$ cat config.mk
export PLATFORM = sky130hd
export DESIGN_NAME = thick_polyline_vertex_expander
export DESIGN_NICKNAME = d
export VERILOG_FILES = /design/src/hdl/tpve_pkg.sv /design/src/hdl/tpve_front.sv /design/src/hdl/tpve_fifo.sv /design/src/hdl/tpve_back.sv /design/src/hdl/thick_polyline_vertex_expander.sv
export SDC_FILE = /design/constraint.sdc
export NUM_CORES = 2
export LEC_CHECK = 0
export BUFFER_PORTS_ARGS = -buffer_cell sky130_fd_sc_hd__buf_2
export CAP_MARGIN = 20
export CORE_MARGIN = 1.5
export CORE_UTILIZATION = 58
export CTS_CLUSTER_DIAMETER = 150
export DETAILED_ROUTE_END_ITERATION = 8
export HOLD_SLACK_MARGIN = 0.12
export PLACE_DENSITY = 0.75
export REMOVE_ABC_BUFFERS = 1
export SYNTH_ARGS = -nofsm -noshare
export SYNTH_HDL_FRONTEND = slang
export SYNTH_HIERARCHICAL = 1
export SYNTH_SLANG_ARGS = --single-unit
$ cat constraint.sdc
create_clock -name clk_i -period 13.44 [get_ports clk_i]
set_clock_uncertainty 0.2 [all_clocks]
set_input_delay 2.688 -clock clk_i [delete_from_list [all_inputs] [get_ports clk_i]]
set_output_delay 2.688 -clock clk_i [all_outputs]
set_load 0.01 [all_outputs]
$ cat src/hdl/tpve_pkg.sv
// Shared types, constants and helpers of the thick polyline vertex expander.
package tpve_pkg;

  localparam int COORD_W             = 18;
  localparam int COORD_FRAC_BITS_DEF = 14;
  localparam int SAMPLE_W            = 16;
  localparam int XACC_W              = 26;
  localparam int XSTEP_W             = 24;
  localparam int HW_W                = 16;
  localparam int CFG_IDX_W           = 2;
  localparam int CFG_DATA_W          = 24;
  localparam int DIFF_W              = COORD_W + 1;
  localparam int L2_W                = 2 * DIFF_W;
  localparam int RAD_W               = L2_W + 16;
  localparam int SQ_STEPS            = RAD_W / 2;
  localparam int LEN_W               = SQ_STEPS;
  localparam int QUEUE_DEPTH         = 2;

  localparam logic signed [XACC_W-1:0] XACC_START  = -26'sd4194304;
  localparam logic signed [XACC_W-1:0] XACC_MAX    = 26'sd33554431;
  localparam logic signed [17:0]       NINE_TENTHS = 18'sd58982;
  localparam logic [XSTEP_W-1:0]       XSTEP_RST   = 24'd16811;
  localparam logic [HW_W-1:0]          HW_RST      = 16'd137;

  typedef enum logic [CFG_IDX_W-1:0] {
    REG_THICK  = 2'd0,
    REG_XSTEP  = 2'd1,
    REG_HWIDTH = 2'd2
  } reg_idx_e;

  typedef enum logic [2:0] {
    KIND_A  = 3'd0,
    KIND_B  = 3'd1,
    KIND_AP = 3'd2,
    KIND_AM = 3'd3,
    KIND_BP = 3'd4,
    KIND_BM = 3'd5
  } vkind_e;

  // One queued job: a thin point (in bx/by) or a segment from a to b.
  typedef struct packed {
    logic                      thin;
    logic signed [COORD_W-1:0] ax;
    logic signed [COORD_W-1:0] ay;
    logic signed [COORD_W-1:0] bx;
    logic signed [COORD_W-1:0] by;
  } seg_t;

  function automatic logic signed [COORD_W-1:0] sat_coord(input logic signed [31:0] v);
    logic signed [COORD_W-1:0] r;
    if (v > 32'sd131071) begin
      r = 18'sd131071;
    end else if (v < -32'sd131072) begin
      r = -18'sd131072;
    end else begin
      r = v[COORD_W-1:0];
    end
    return r;
  endfunction

endpackage

$ cat src/hdl/tpve_front.sv
// Front end: places each sample on screen, tracks the line, queues jobs.
module tpve_front import tpve_pkg::*; #(
  parameter int COORD_FRAC_BITS = COORD_FRAC_BITS_DEF
) (
  input  logic                       clk_i,
  input  logic                       rst_ni,
  input  logic                       accept_i,
  input  logic signed [SAMPLE_W-1:0] sample_i,
  input  logic                       line_start_i,
  input  logic                       lower_trace_i,
  input  logic                       thick_mode_i,
  input  logic [XSTEP_W-1:0]         x_step_i,
  output logic                       wr_o,
  output seg_t                       seg_o
);

  localparam int XSH = 22 - COORD_FRAC_BITS;
  localparam int YSH = 31 - COORD_FRAC_BITS;
  localparam logic signed [31:0] HALF = 32'sd1 <<< (COORD_FRAC_BITS - 1);

  logic signed [XACC_W-1:0]  x_accum_q, x_accum_d, x_cur;
  logic signed [COORD_W-1:0] prev_x_q, prev_y_q;
  logic                      have_prev_q, have_cur;
  logic signed [XACC_W:0]    x_rnd, x_sh, x_sum;
  logic signed [33:0]        y_prod, y_rnd, y_sh;
  logic signed [COORD_W-1:0] bx, by;

  always_comb begin
    x_cur    = line_start_i ? XACC_START : x_accum_q;
    have_cur = line_start_i ? 1'b0 : have_prev_q;
    x_rnd    = 27'(x_cur) + (27'sd1 <<< (XSH - 1));
    x_sh     = x_rnd >>> XSH;
    bx       = sat_coord(32'(x_sh));
    y_prod   = 34'(sample_i) * 34'(NINE_TENTHS);
    y_rnd    = y_prod + (34'sd1 <<< (YSH - 1));
    y_sh     = y_rnd >>> YSH;
    by       = sat_coord(32'(y_sh) + (lower_trace_i ? -HALF : HALF));
    x_sum    = 27'(x_cur) + $signed({3'b000, x_step_i});
    x_accum_d = (x_sum > 27'(XACC_MAX)) ? XACC_MAX : x_sum[XACC_W-1:0];
  end

  assign wr_o       = accept_i && (!thick_mode_i || have_cur);
  assign seg_o.thin = !thick_mode_i;
  assign seg_o.ax   = prev_x_q;
  assign seg_o.ay   = prev_y_q;
  assign seg_o.bx   = bx;
  assign seg_o.by   = by;

  always_ff @(posedge clk_i or negedge rst_ni) begin
    if (!rst_ni) begin
      x_accum_q   <= XACC_START;
      prev_x_q    <= '0;
      prev_y_q    <= '0;
      have_prev_q <= 1'b0;
    end else if (accept_i) begin
      x_accum_q   <= x_accum_d;
      prev_x_q    <= bx;
      prev_y_q    <= by;
      have_prev_q <= 1'b1;
    end
  end

endmodule

$ cat src/hdl/tpve_fifo.sv
// Short job queue between the front end and the back end.
module tpve_fifo import tpve_pkg::*; (
  input  logic clk_i,
  input  logic rst_ni,
  input  logic wr_i,
  input  seg_t wdata_i,
  input  logic rd_i,
  output seg_t rdata_o,
  output logic full_o,
  output logic empty_o
);

  localparam int PTR_W = $clog2(QUEUE_DEPTH);

  seg_t             mem_q [QUEUE_DEPTH];
  logic [PTR_W-1:0] wptr_q, rptr_q;
  logic [PTR_W:0]   cnt_q;

  assign full_o  = (cnt_q == (PTR_W+1)'(QUEUE_DEPTH));
  assign empty_o = (cnt_q == '0);
  assign rdata_o = mem_q[rptr_q];

  always_ff @(posedge clk_i) begin
    if (wr_i) begin
      mem_q[wptr_q] <= wdata_i;
    end
  end

  always_ff @(posedge clk_i or negedge rst_ni) begin
    if (!rst_ni) begin
      wptr_q <= '0;
      rptr_q <= '0;
      cnt_q  <= '0;
    end else begin
      if (wr_i) begin
        wptr_q <= (wptr_q == PTR_W'(QUEUE_DEPTH - 1)) ? '0 : wptr_q + 1'b1;
      end
      if (rd_i) begin
        rptr_q <= (rptr_q == PTR_W'(QUEUE_DEPTH - 1)) ? '0 : rptr_q + 1'b1;
      end
      cnt_q <= cnt_q + (PTR_W+1)'(wr_i) - (PTR_W+1)'(rd_i);
    end
  end

endmodule

$ cat src/hdl/tpve_back.sv
// Back end: segment normal (bit-serial root and divide) and vertex emission.
module tpve_back import tpve_pkg::*; #(
  parameter int COORD_FRAC_BITS = COORD_FRAC_BITS_DEF
) (
  input  logic                      clk_i,
  input  logic                      rst_ni,
  input  logic [HW_W-1:0]           half_width_i,
  input  logic                      q_empty_i,
  input  seg_t                      q_data_i,
  output logic                      q_rd_o,
  input  logic                      pop_i,
  output logic                      empty_o,
  output logic signed [COORD_W-1:0] vert_x_o,
  output logic signed [COORD_W-1:0] vert_y_o,
  output logic [2:0]                vert_kind_o,
  output logic                      last_o
);

  localparam int QW       = COORD_FRAC_BITS + 1;
  localparam int NW       = QW + 1;
  localparam int NUMW     = COORD_FRAC_BITS + 27;
  localparam int PRODW    = (COORD_W) + HW_W;
  localparam int STEPS    = (SQ_STEPS > QW) ? SQ_STEPS : QW;
  localparam int CNT_W    = $clog2(STEPS);
  localparam int REM_W    = LEN_W + 2;

  typedef enum logic [6:0] {
    S_IDLE = 7'b0000001,
    S_SQX  = 7'b0000010,
    S_SQY  = 7'b0000100,
    S_ROOT = 7'b0001000,
    S_MUL  = 7'b0010000,
    S_DIV  = 7'b0100000,
    S_EMIT = 7'b1000000
  } state_e;

  state_e                   state_q, state_d;
  seg_t                     ent_q;
  logic signed [DIFF_W-1:0] dx_q, dy_q, sq_src, src;
  logic signed [L2_W-1:0]   sq;
  logic [L2_W-1:0]          l2_q, l2_sum;
  logic [RAD_W-1:0]         rad_q;
  logic [REM_W-1:0]         rem_q;
  logic [LEN_W-1:0]         root_q;
  logic [REM_W+1:0]         remx, trial;
  logic                     rge;
  logic [CNT_W-1:0]         cnt_q;
  logic [COORD_W-1:0]       amag;
  logic [PRODW-1:0]         prod;
  logic [NUMW-1:0]          num;
  logic                     neg_w, neg_q, comp_q;
  logic [LEN_W-1:0]         divr_q;
  logic [QW-1:0]            dq_q, dq_n;
  logic [LEN_W:0]           dt;
  logic                     dge;
  logic signed [NW-1:0]     nres, nx_q, ny_q;
  vkind_e                   vidx_q;
  logic                     ovalid_q, out_load;
  logic signed [COORD_W-1:0] px, py;

  assign q_rd_o = (state_q == S_IDLE) && !q_empty_i;

  // Shared squarer for the segment length.
  always_comb begin
    sq_src = (state_q == S_SQX) ? dx_q : dy_q;
    sq     = L2_W'(sq_src) * L2_W'(sq_src);
    l2_sum = l2_q + L2_W'(sq);
  end

  // One root digit per cycle.
  always_comb begin
    remx  = {rem_q, rad_q[RAD_W-1 -: 2]};
    trial = {2'b00, root_q, 2'b01};
    rge   = (remx >= trial);
  end

  // Numerator of one normal component, with the rounding half-divisor added.
  always_comb begin
    src   = comp_q ? dx_q : dy_q;
    amag  = src[DIFF_W-1] ? COORD_W'(-src) : COORD_W'(src);
    prod  = PRODW'(amag) * PRODW'(half_width_i);
    num   = (NUMW'(prod) << (COORD_FRAC_BITS - 8)) + NUMW'(root_q >> 1);
    neg_w = comp_q ? src[DIFF_W-1] : (!src[DIFF_W-1] && (src != '0));
  end

  // One quotient bit per cycle.
  always_comb begin
    dt   = {divr_q, dq_q[QW-1]};
    dge  = (dt >= {1'b0, root_q});
    dq_n = {dq_q[QW-2:0], dge};
    nres = neg_q ? -$signed(NW'(dq_n)) : $signed(NW'(dq_n));
  end

  // Vertex selection.
  always_comb begin
    px = ent_q.ax;
    py = ent_q.ay;
    if (ent_q.thin) begin
      px = ent_q.bx;
      py = ent_q.by;
    end else begin
      case (vidx_q)
        KIND_A: begin
          px = ent_q.ax;
          py = ent_q.ay;
        end
        KIND_B: begin
          px = ent_q.bx;
          py = ent_q.by;
        end
        KIND_AP: begin
          px = sat_coord(32'(ent_q.ax) + 32'(nx_q));
          py = sat_coord(32'(ent_q.ay) + 32'(ny_q));
        end
        KIND_AM: begin
          px = sat_coord(32'(ent_q.ax) - 32'(nx_q));
          py = sat_coord(32'(ent_q.ay) - 32'(ny_q));
        end
        KIND_BP: begin
          px = sat_coord(32'(ent_q.bx) + 32'(nx_q));
          py = sat_coord(32'(ent_q.by) + 32'(ny_q));
        end
        KIND_BM: begin
          px = sat_coord(32'(ent_q.bx) - 32'(nx_q));
          py = sat_coord(32'(ent_q.by) - 32'(ny_q));
        end
        default: begin
          px = ent_q.ax;
          py = ent_q.ay;
        end
      endcase
    end
  end

  assign out_load = (state_q == S_EMIT) && (!ovalid_q || pop_i);

  always_comb begin
    state_d = state_q;
    case (state_q)
      S_IDLE: if (!q_empty_i) state_d = q_data_i.thin ? S_EMIT : S_SQX;
      S_SQX:  state_d = S_SQY;
      S_SQY:  state_d = (l2_sum == '0) ? S_EMIT : S_ROOT;
      S_ROOT: if (cnt_q == '0) state_d = S_MUL;
      S_MUL:  state_d = S_DIV;
      S_DIV:  if (cnt_q == '0) state_d = comp_q ? S_EMIT : S_MUL;
      S_EMIT: if (out_load && (ent_q.thin || vidx_q == KIND_BM)) state_d = S_IDLE;
      default: state_d = S_IDLE;
    endcase
  end

  always_ff @(posedge clk_i or negedge rst_ni) begin
    if (!rst_ni) begin
      state_q  <= S_IDLE;
      ovalid_q <= 1'b0;
    end else begin
      state_q <= state_d;
      if (out_load) begin
        ovalid_q <= 1'b1;
      end else if (pop_i) begin
        ovalid_q <= 1'b0;
      end
    end
  end

  always_ff @(posedge clk_i) begin
    case (state_q)
      S_IDLE: begin
        ent_q  <= q_data_i;
        dx_q   <= DIFF_W'(q_data_i.bx) - DIFF_W'(q_data_i.ax);
        dy_q   <= DIFF_W'(q_data_i.by) - DIFF_W'(q_data_i.ay);
        vidx_q <= KIND_A;
      end
      S_SQX: l2_q <= L2_W'(sq);
      S_SQY: begin
        rad_q  <= {l2_sum, 16'd0};
        rem_q  <= '0;
        root_q <= '0;
        cnt_q  <= CNT_W'(SQ_STEPS - 1);
        comp_q <= 1'b0;
        nx_q   <= '0;
        ny_q   <= '0;
      end
      S_ROOT: begin
        rem_q  <= rge ? REM_W'(remx - trial) : REM_W'(remx);
        root_q <= {root_q[LEN_W-2:0], rge};
        rad_q  <= rad_q << 2;
        cnt_q  <= cnt_q - 1'b1;
      end
      S_MUL: begin
        divr_q <= LEN_W'(num >> QW);
        dq_q   <= num[QW-1:0];
        neg_q  <= neg_w;
        cnt_q  <= CNT_W'(QW - 1);
      end
      S_DIV: begin
        divr_q <= dge ? LEN_W'(dt - {1'b0, root_q}) : dt[LEN_W-1:0];
        dq_q   <= dq_n;
        cnt_q  <= cnt_q - 1'b1;
        if (cnt_q == '0) begin
          if (comp_q) ny_q <= nres;
          else        nx_q <= nres;
          comp_q <= 1'b1;
        end
      end
      S_EMIT: if (out_load) vidx_q <= vkind_e'(vidx_q + 3'd1);
      default: ;
    endcase
    if (out_load) begin
      vert_x_o    <= px;
      vert_y_o    <= py;
      vert_kind_o <= ent_q.thin ? KIND_A : vidx_q;
      last_o      <= ent_q.thin || (vidx_q == KIND_BM);
    end
  end

  assign empty_o = !ovalid_q;

endmodule

$ cat src/hdl/thick_polyline_vertex_expander.sv
// Top level of the thick polyline vertex expander: config, front, queue, back.
//
//  channel  | handshake              | payload
//  ---------+------------------------+---------------------------------------
//  samples  | push / full            | sample_i, line_start_i, lower_trace_i
//  vertices | pop / empty            | vert_x_o, vert_y_o, vert_kind_o, last_o
//  config   | cfg_we_i (no wait)     | cfg_idx_i, cfg_wdata_i
//
// The front end takes one sample per cycle while the two-entry job queue has
// room. A thin point goes from the back end's idle step straight to emit. A
// thick segment is squared (dx, then dy); unless of zero length, it then
// takes a square root (one digit a cycle) and runs the shared divider for x,
// then y (one quotient bit a cycle). A stalled pop holds the back end at emit.
// Reset is asynchronous; no clearing pass is needed.
module thick_polyline_vertex_expander import tpve_pkg::*; #(
  parameter int COORD_FRAC_BITS = COORD_FRAC_BITS_DEF
) (
  input  logic                       clk_i,
  input  logic                       rst_ni,
  input  logic                       push,
  output logic                       full,
  input  logic signed [SAMPLE_W-1:0] sample_i,
  input  logic                       line_start_i,
  input  logic                       lower_trace_i,
  output logic                       empty,
  input  logic                       pop,
  output logic signed [COORD_W-1:0]  vert_x_o,
  output logic signed [COORD_W-1:0]  vert_y_o,
  output logic [2:0]                 vert_kind_o,
  output logic                       last_o,
  input  logic                       cfg_we_i,
  input  logic [CFG_IDX_W-1:0]       cfg_idx_i,
  input  logic [CFG_DATA_W-1:0]      cfg_wdata_i
);

  logic               thick_q;
  logic [XSTEP_W-1:0] xstep_q;
  logic [HW_W-1:0]    hw_q;
  logic               accept;
  logic               fifo_wr, fifo_rd, fifo_full, fifo_empty;
  seg_t               fifo_wdata, fifo_rdata;

  // Configuration registers; a write to an unused index is dropped.
  always_ff @(posedge clk_i or negedge rst_ni) begin
    if (!rst_ni) begin
      thick_q <= 1'b1;
      xstep_q <= XSTEP_RST;
      hw_q    <= HW_RST;
    end else if (cfg_we_i) begin
      case (cfg_idx_i)
        REG_THICK:  thick_q <= cfg_wdata_i[0];
        REG_XSTEP:  xstep_q <= cfg_wdata_i[XSTEP_W-1:0];
        REG_HWIDTH: hw_q    <= cfg_wdata_i[HW_W-1:0];
        default: ;
      endcase
    end
  end

  // Hold off new samples only while the job queue is full.
  assign full   = fifo_full;
  assign accept = push && !fifo_full;

  tpve_front #(.COORD_FRAC_BITS(COORD_FRAC_BITS)) u_front (
    .clk_i         (clk_i),
    .rst_ni        (rst_ni),
    .accept_i      (accept),
    .sample_i      (sample_i),
    .line_start_i  (line_start_i),
    .lower_trace_i (lower_trace_i),
    .thick_mode_i  (thick_q),
    .x_step_i      (xstep_q),
    .wr_o          (fifo_wr),
    .seg_o         (fifo_wdata)
  );

  tpve_fifo u_fifo (
    .clk_i   (clk_i),
    .rst_ni  (rst_ni),
    .wr_i    (fifo_wr),
    .wdata_i (fifo_wdata),
    .rd_i    (fifo_rd),
    .rdata_o (fifo_rdata),
    .full_o  (fifo_full),
    .empty_o (fifo_empty)
  );

  tpve_back #(.COORD_FRAC_BITS(COORD_FRAC_BITS)) u_back (
    .clk_i        (clk_i),
    .rst_ni       (rst_ni),
    .half_width_i (hw_q),
    .q_empty_i    (fifo_empty),
    .q_data_i     (fifo_rdata),
    .q_rd_o       (fifo_rd),
    .pop_i        (pop),
    .empty_o      (empty),
    .vert_x_o     (vert_x_o),
    .vert_y_o     (vert_y_o),
    .vert_kind_o  (vert_kind_o),
    .last_o       (last_o)
  );

  // The queue never takes a job while full and never gives one while empty.
  assert property (@(posedge clk_i) disable iff (!rst_ni) fifo_wr |-> !fifo_full)
    else $error("job queue overflow");
  assert property (@(posedge clk_i) disable iff (!rst_ni) fifo_rd |-> !fifo_empty)
    else $error("job queue underflow");
  // A transaction marked last is a thin point or the final corner of a segment.
  assert property (@(posedge clk_i) disable iff (!rst_ni)
      (!empty && last_o) |-> (vert_kind_o == KIND_A || vert_kind_o == KIND_BM))
    else $error("last flag on a middle vertex");

endmodule
Word level (Yosys, flattened, before mapping)
Memory sizes are Yosys's and may differ from the RTL's.
Cells that the tools add are included.
W data, S select, Z words.
{ "word_totals": {"reg_bits": 499, "ramBits": 146, "in_bits": 49, "out_inout_bits": 42, "elab_cells": 209, "memories": 1} }
{ "op_classes": {"addsub": 26, "n_mul": 3, "n_lt_le_gt_ge": 23, "n_eq_ne": 22, "n_mux": 65, "reduce_logical": 34} }
{ "mem_list": {"columns": ["name", "depth", "word_bits", "rd", "rd_clocked_by_memory_dff", "wr", "line", "rtl"], "rows": [
  ["u_fifo.mem_q", 2, 73, 1, 0, 1, "tpve_fifo.sv:15", "seg_t mem_q [QUEUE_DEPTH];"]
]} }
{ "op_table": {"columns": ["op", "n"], "rows": [
  ["$mux W18", 23],
  ["$gt A32 B18 Y1 const B", 9],
  ["$lt A32 B18 Y1 const B", 9],
  ["$pmux W18 S5", 2],
  ["$pmux W27 S2", 2],
  ["$pmux W54 S2", 1],
  ["$mux W16", 5],
  ["$add A18 B16 Y19", 4],
  ["$sub A18 B16 Y19", 4],
  ["$pmux W16 S2", 2],
  ["$pmux W29 S2", 1],
  ["$mux W26", 2],
  ["$mux W7", 7],
  ["$pmux W7 S7", 1],
  ["$add A40 B26 Y41", 1],
  ["$add A38 B38 Y38", 1],
  ["$logic_not A38 Y1", 1],
  ["$mul A19 B19 Y38", 1],
  ["$mux W19", 2],
  ["$sub A18 B18 Y19", 2],
  ["$add A33 B18 Y34 const B", 1],
  ["$mul A18 B16 Y34", 1],
  ["$add A17 B32 Y32", 1],
  ["$mul A16 B16 Y32 const B", 1],
  ["51 further kinds", 89]
]} }

Logic depth before layout (Yosys ltp)
{ "logic_depth": {"word_depth": 7, "ltp_mapped": 48, "depth_no_buf": 45} }

Modules after synthesis
Netlist, hierarchy kept.
{ "by_module_without_submodules": {"columns": ["mod", "instances", "cells_each", "area_per_inst_um2", "seq_area_each_um2"], "rows": [
  ["tpve_back", 1, 5821, 52032.4, 11192.0],
  ["tpve_front", 1, 1219, 10786.6, 1581.5],
  ["tpve_fifo", 1, 242, 5711.7, 4484.3],
  ["thick_polyline_vertex_expander", 1, 89, 1701.6, 1039.7]
]} }

Worst setup path after synthesis
No wires, ideal clock.
{ "synth_timing": {"path_kind": "input -> register", "startpoint": "input sample_i[14]", "endpoint": "memory u_fifo/mem_q[0][8] (netlist bit), data pin", "setup_ps": 267, "arrival_ps": 11728, "required_time_ps": 12973, "setup_slack_ps": 1245, "cell_stages": 36, "path_buffers": 2, "path_cell_list": "inv_1 ha_1 inv_1 ha_1 clkbuf_1 xor2_1 fa_1 fa_1 fa_1 inv_1 fa_1 inv_1 ha_1 a21oi_2 o211ai_1 o41ai_2 mux2_2 a311oi_4 nand3b_4 nor4_1 nand2_1 a21o_1 a221oi_2 xnor2_1 ha_1 nand2_1 and4b_4 or3_4 fa_1 fa_1 nand4bb_1 nor4_1 a41oi_1 a21oi_2 buf_2 nand2_1"} }
{ "synth_rtl": {"columns": ["item", "line", "rtl"], "rows": [
  ["start: declaration", "thick_polyline_vertex_expander.sv:22", "input logic signed [SAMPLE_W-1:0] sample_i,"],
  ["end: declaration", "tpve_fifo.sv:15", null]
]} }

==> key figures <==
STA
  – Final Cycle Share: 0.921
  – Worst Tran Pin Value: 1140 ps
  – Slew headroom: 0.242
  – Fmax: 0.0808 GHz
  – Period minus WS final: 12380 ps
  – # setup viols final: 0
  – RSZ-0062 raised after global routing: false
  – Hold Fails Final Rpt: 0
  – Slew Viols, Final: 0

Clock tree
  – Clock net sink count: 628
  – Skew-Pair Late Insertion Delay: 710 ps
  – CTS HTree Levels: 3
  – Number of post-CTS setup repair buffers: 0
  – CTS tree: yes
  – Hold_buf cts: 0
  – Clk root buf: clkbuf_16
  – Cts repair resizes: 0
  – Clock Path Buffers: 3
  – Total CTS buffers: 76
  – CTS clk-pin slew, worst paths: 60 ps

Setup path
  – CP Launch Type: input pin
  – CP peak stage delay: 540 ps
  – Max stage delay cell, worst path: fa_1
  – Crit path kind: input pin to flop
  – Arrival @ worst endpoint: 12720 ps
  – Crit. End Element: flop
  – Data required, critical path: 13780 ps
  – Crit-path max FO: 16
  – Most frequent CP cell: fa_1

Floorplanning
  – IO Pins: 91
  – Die Height: 351 um
  – Die X: 351 um
  – Core box area: 0.120 mm^2
  – Row count: 127
  – Initial core utilization: 0.585
  – Die ar.: 0.123 mm^2

Global routing
  – Vias in the first global route: 54000
  – Total grt overflow: 0
  – First-pass GRT wire length: 304 mm
  – Total Routing Usage GR: 0.319
  – Initial antenna violation count: 1
  – Largest net degree at the start of global routing: 74

Logic synthesis
  – Netlist cell types: 121
  – Avg Cell Area, Syn: 9.53 um^2
  – Top-count cell post-synth: inv_1
  – Synth warn: 6
  – Top FF cell, synth: edfxtp_1
  – Seq/Total Area, Yosys: 0.261
  – Synth top area cells: edfxtp_1 (22%), fa_1 (19%), ha_1 (12%)
  – Synth top area share: 0.219
  – Synth Instances: 7371
  – Asr flop ratio synth: 0.185
  – Post-Syn Area: 0.0702 mm^2
  – Number of flops mapped to enable cells by yosys: 512
  – Synth area leader: edfxtp_1
  – #FFs+latches synth: 628
  – Commonest cells post-synth: inv_1 (1081), fa_1 (678), ha_1 (662)

Detailed routing
  – Wire length per cell: 21.5 um
  – Via count: 54300
  – Drt total wl: 195 mm
  – Drt pass-1 iters: 6
  – DRC violations left: 0
  – Iter 0 DRT Violations: 4870
  – Vias per std cell: 6.00
  – Detail Route Antenna Nets: 0

Place
  – Final Wtd Congestion: 0.965
  – Post-DP Area: 0.0723 mm^2
  – DP HPWL: 153 mm
  – Port bufs: 90

Run status
  – Status: finished, final reports clean

Finish
  – Final cell area excluding filler cells: 0.0749 mm^2
  – Final #Nets: 8763
  – P&R area growth vs syn: 6.64%
  – Layout cells sized above 1: 0.0760

Hold path
  – HP Class: flop to flop

Job
  – Max-cap violations: 0
-- worst max-delay path, delay by kind of cell --
family	cells	cell delay [ps]
mux	1	420
fa+ha+maj	10	4410
simple gates	12	2380
xor+xnor	2	330
compound gates	7	1700
buf+inv	7	770
-- layout by cell type, fill, tap and decap left out, types with 34 or more instances in the layout --
cell,synthesis,final
nand2b_1,80,80
nand2_1,661,659
nand4_1,37,37
a211oi_1,36,35
a21o_1,111,111
clkbuf_16,0,77
o21bai_1,42,42
buf_4,3,80
o21ai_0,340,339
mux2i_1,51,50
a31oi_1,60,60
inv_1,1081,1079
nor2b_1,104,101
o31ai_1,34,34
fa_1,678,678
nor2_1,605,604
mux2_2,43,43
o211ai_1,47,47
mux2_4,90,90
buf_2,22,90
nand3_1,68,68
and3_1,44,44
o21a_1,70,70
ha_1,662,662
nor3_1,111,111
xor2_1,114,114
and2_1,112,111
xnor2_1,246,246
edfxtp_1,512,512
a21oi_1,419,419
or3_1,54,54
dfrtp_1,100,99
-- state kept, by name, indices dropped and copies added (netlist names), 16 cells and up --
signal             flops
xstep_q               24
u_back/divr_q         27
u_front/prev_x_q      18
u_front/x_accum_q     26
u_fifo/mem_q         146
u_back/rad_q          38
u_back/ny_q           16
u_back/vert_y_o       18
u_back/nx_q           16
u_back/dx_q           19
hw_q                  16
u_back/ent_q          73
u_back/rem_q          29
u_back/root_q         27
u_front/prev_y_q      18
u_back/l2_q           37
u_back/dy_q           19
u_back/vert_x_o       18
-- cells by family (layout without fill, tap and decap cells) --
| family | count (synthesis) | count (layout) | synth area share |
|---|---|---|---|
| and+or+nand+nor | 2016 | 2016 | 0.135 |
| xor gates and xnor gates | 363 | 363 | 0.0457 |
| buffers and inverters | 1337 | 1402 | 0.0736 |
| AOI/OAI and AO/OA | 1503 | 1503 | 0.140 |
| muxes | 184 | 184 | 0.0334 |
| adders and majority gates | 1340 | 1340 | 0.311 |
| DFF | 628 | 628 | 0.261 |
| other | 0 | 1 | 0 |
-- metal layers --
layer | vias up | wire, um | part of all wire | track usage
met4 | 2 | 8620 | 0.044 | 0.134
met3 | 420 | 16200 | 0.083 | 0.0567
met5 | - | 15 | 0.000077 | 0
li1 | 25000 | - | - | -
met1 | 26600 | 81200 | 0.42 | 0.433
met2 | 2194 | 88500 | 0.45 | 0.504
-- through the flow --
step           hold WS, ps  setup slack [ps]  setup TNS (ps)   util  instances
2_1_floorplan          238              1210               0      -       7122
3_3_place_gp           248               189               0  0.603       8903
3_5_place_dp           257             -64.1            -222  0.603       8904
4_1_cts                268               603               0  0.624       9044
5_1_grt                287               573               0  0.624       9048
6_report               270              1060               0  0.624       9049
-- final timing paths --
kind                                             startpoint                                to  slack (ps)  depth (start not counted)
setup reg to reg              u_back/state_q[5]$_DFFE_PN0P_        u_back/rad_q[53]$_DFFE_PP_        1620                         41
hold reg to reg            u_front/prev_y_q[17]$_DFFE_PN0P_     u_fifo/mem_q[1][53]$_DFFE_PP_         270                          0
hold / removal             u_front/prev_y_q[17]$_DFFE_PN0P_     u_fifo/mem_q[1][53]$_DFFE_PP_         270                          0
max in group asynchronous                            rst_ni              hw_q[11]$_DFFE_PN0P_        9870                          2
min in group asynchronous                            rst_ni  u_front/prev_y_q[16]$_DFFE_PN0P_        1780                          1
setup / recovery                               sample_i[14]     u_fifo/mem_q[1][12]$_DFFE_PP_        1060                         39
-- area by class of cell --
cell class	count	area (um^2)
multi-input cells	5406	46800
fillers	9951	45100
flip-flops and latches	628	18300
inverters	1088	4090
clock buffers	94	2030
well taps	1612	2020
repair buffers	174	1120
clock inverters	46	498
diodes	1	2.50
Power is not shown: default switching activity piles up to over one toggle a cycle in this logic, so the estimate is an artifact.
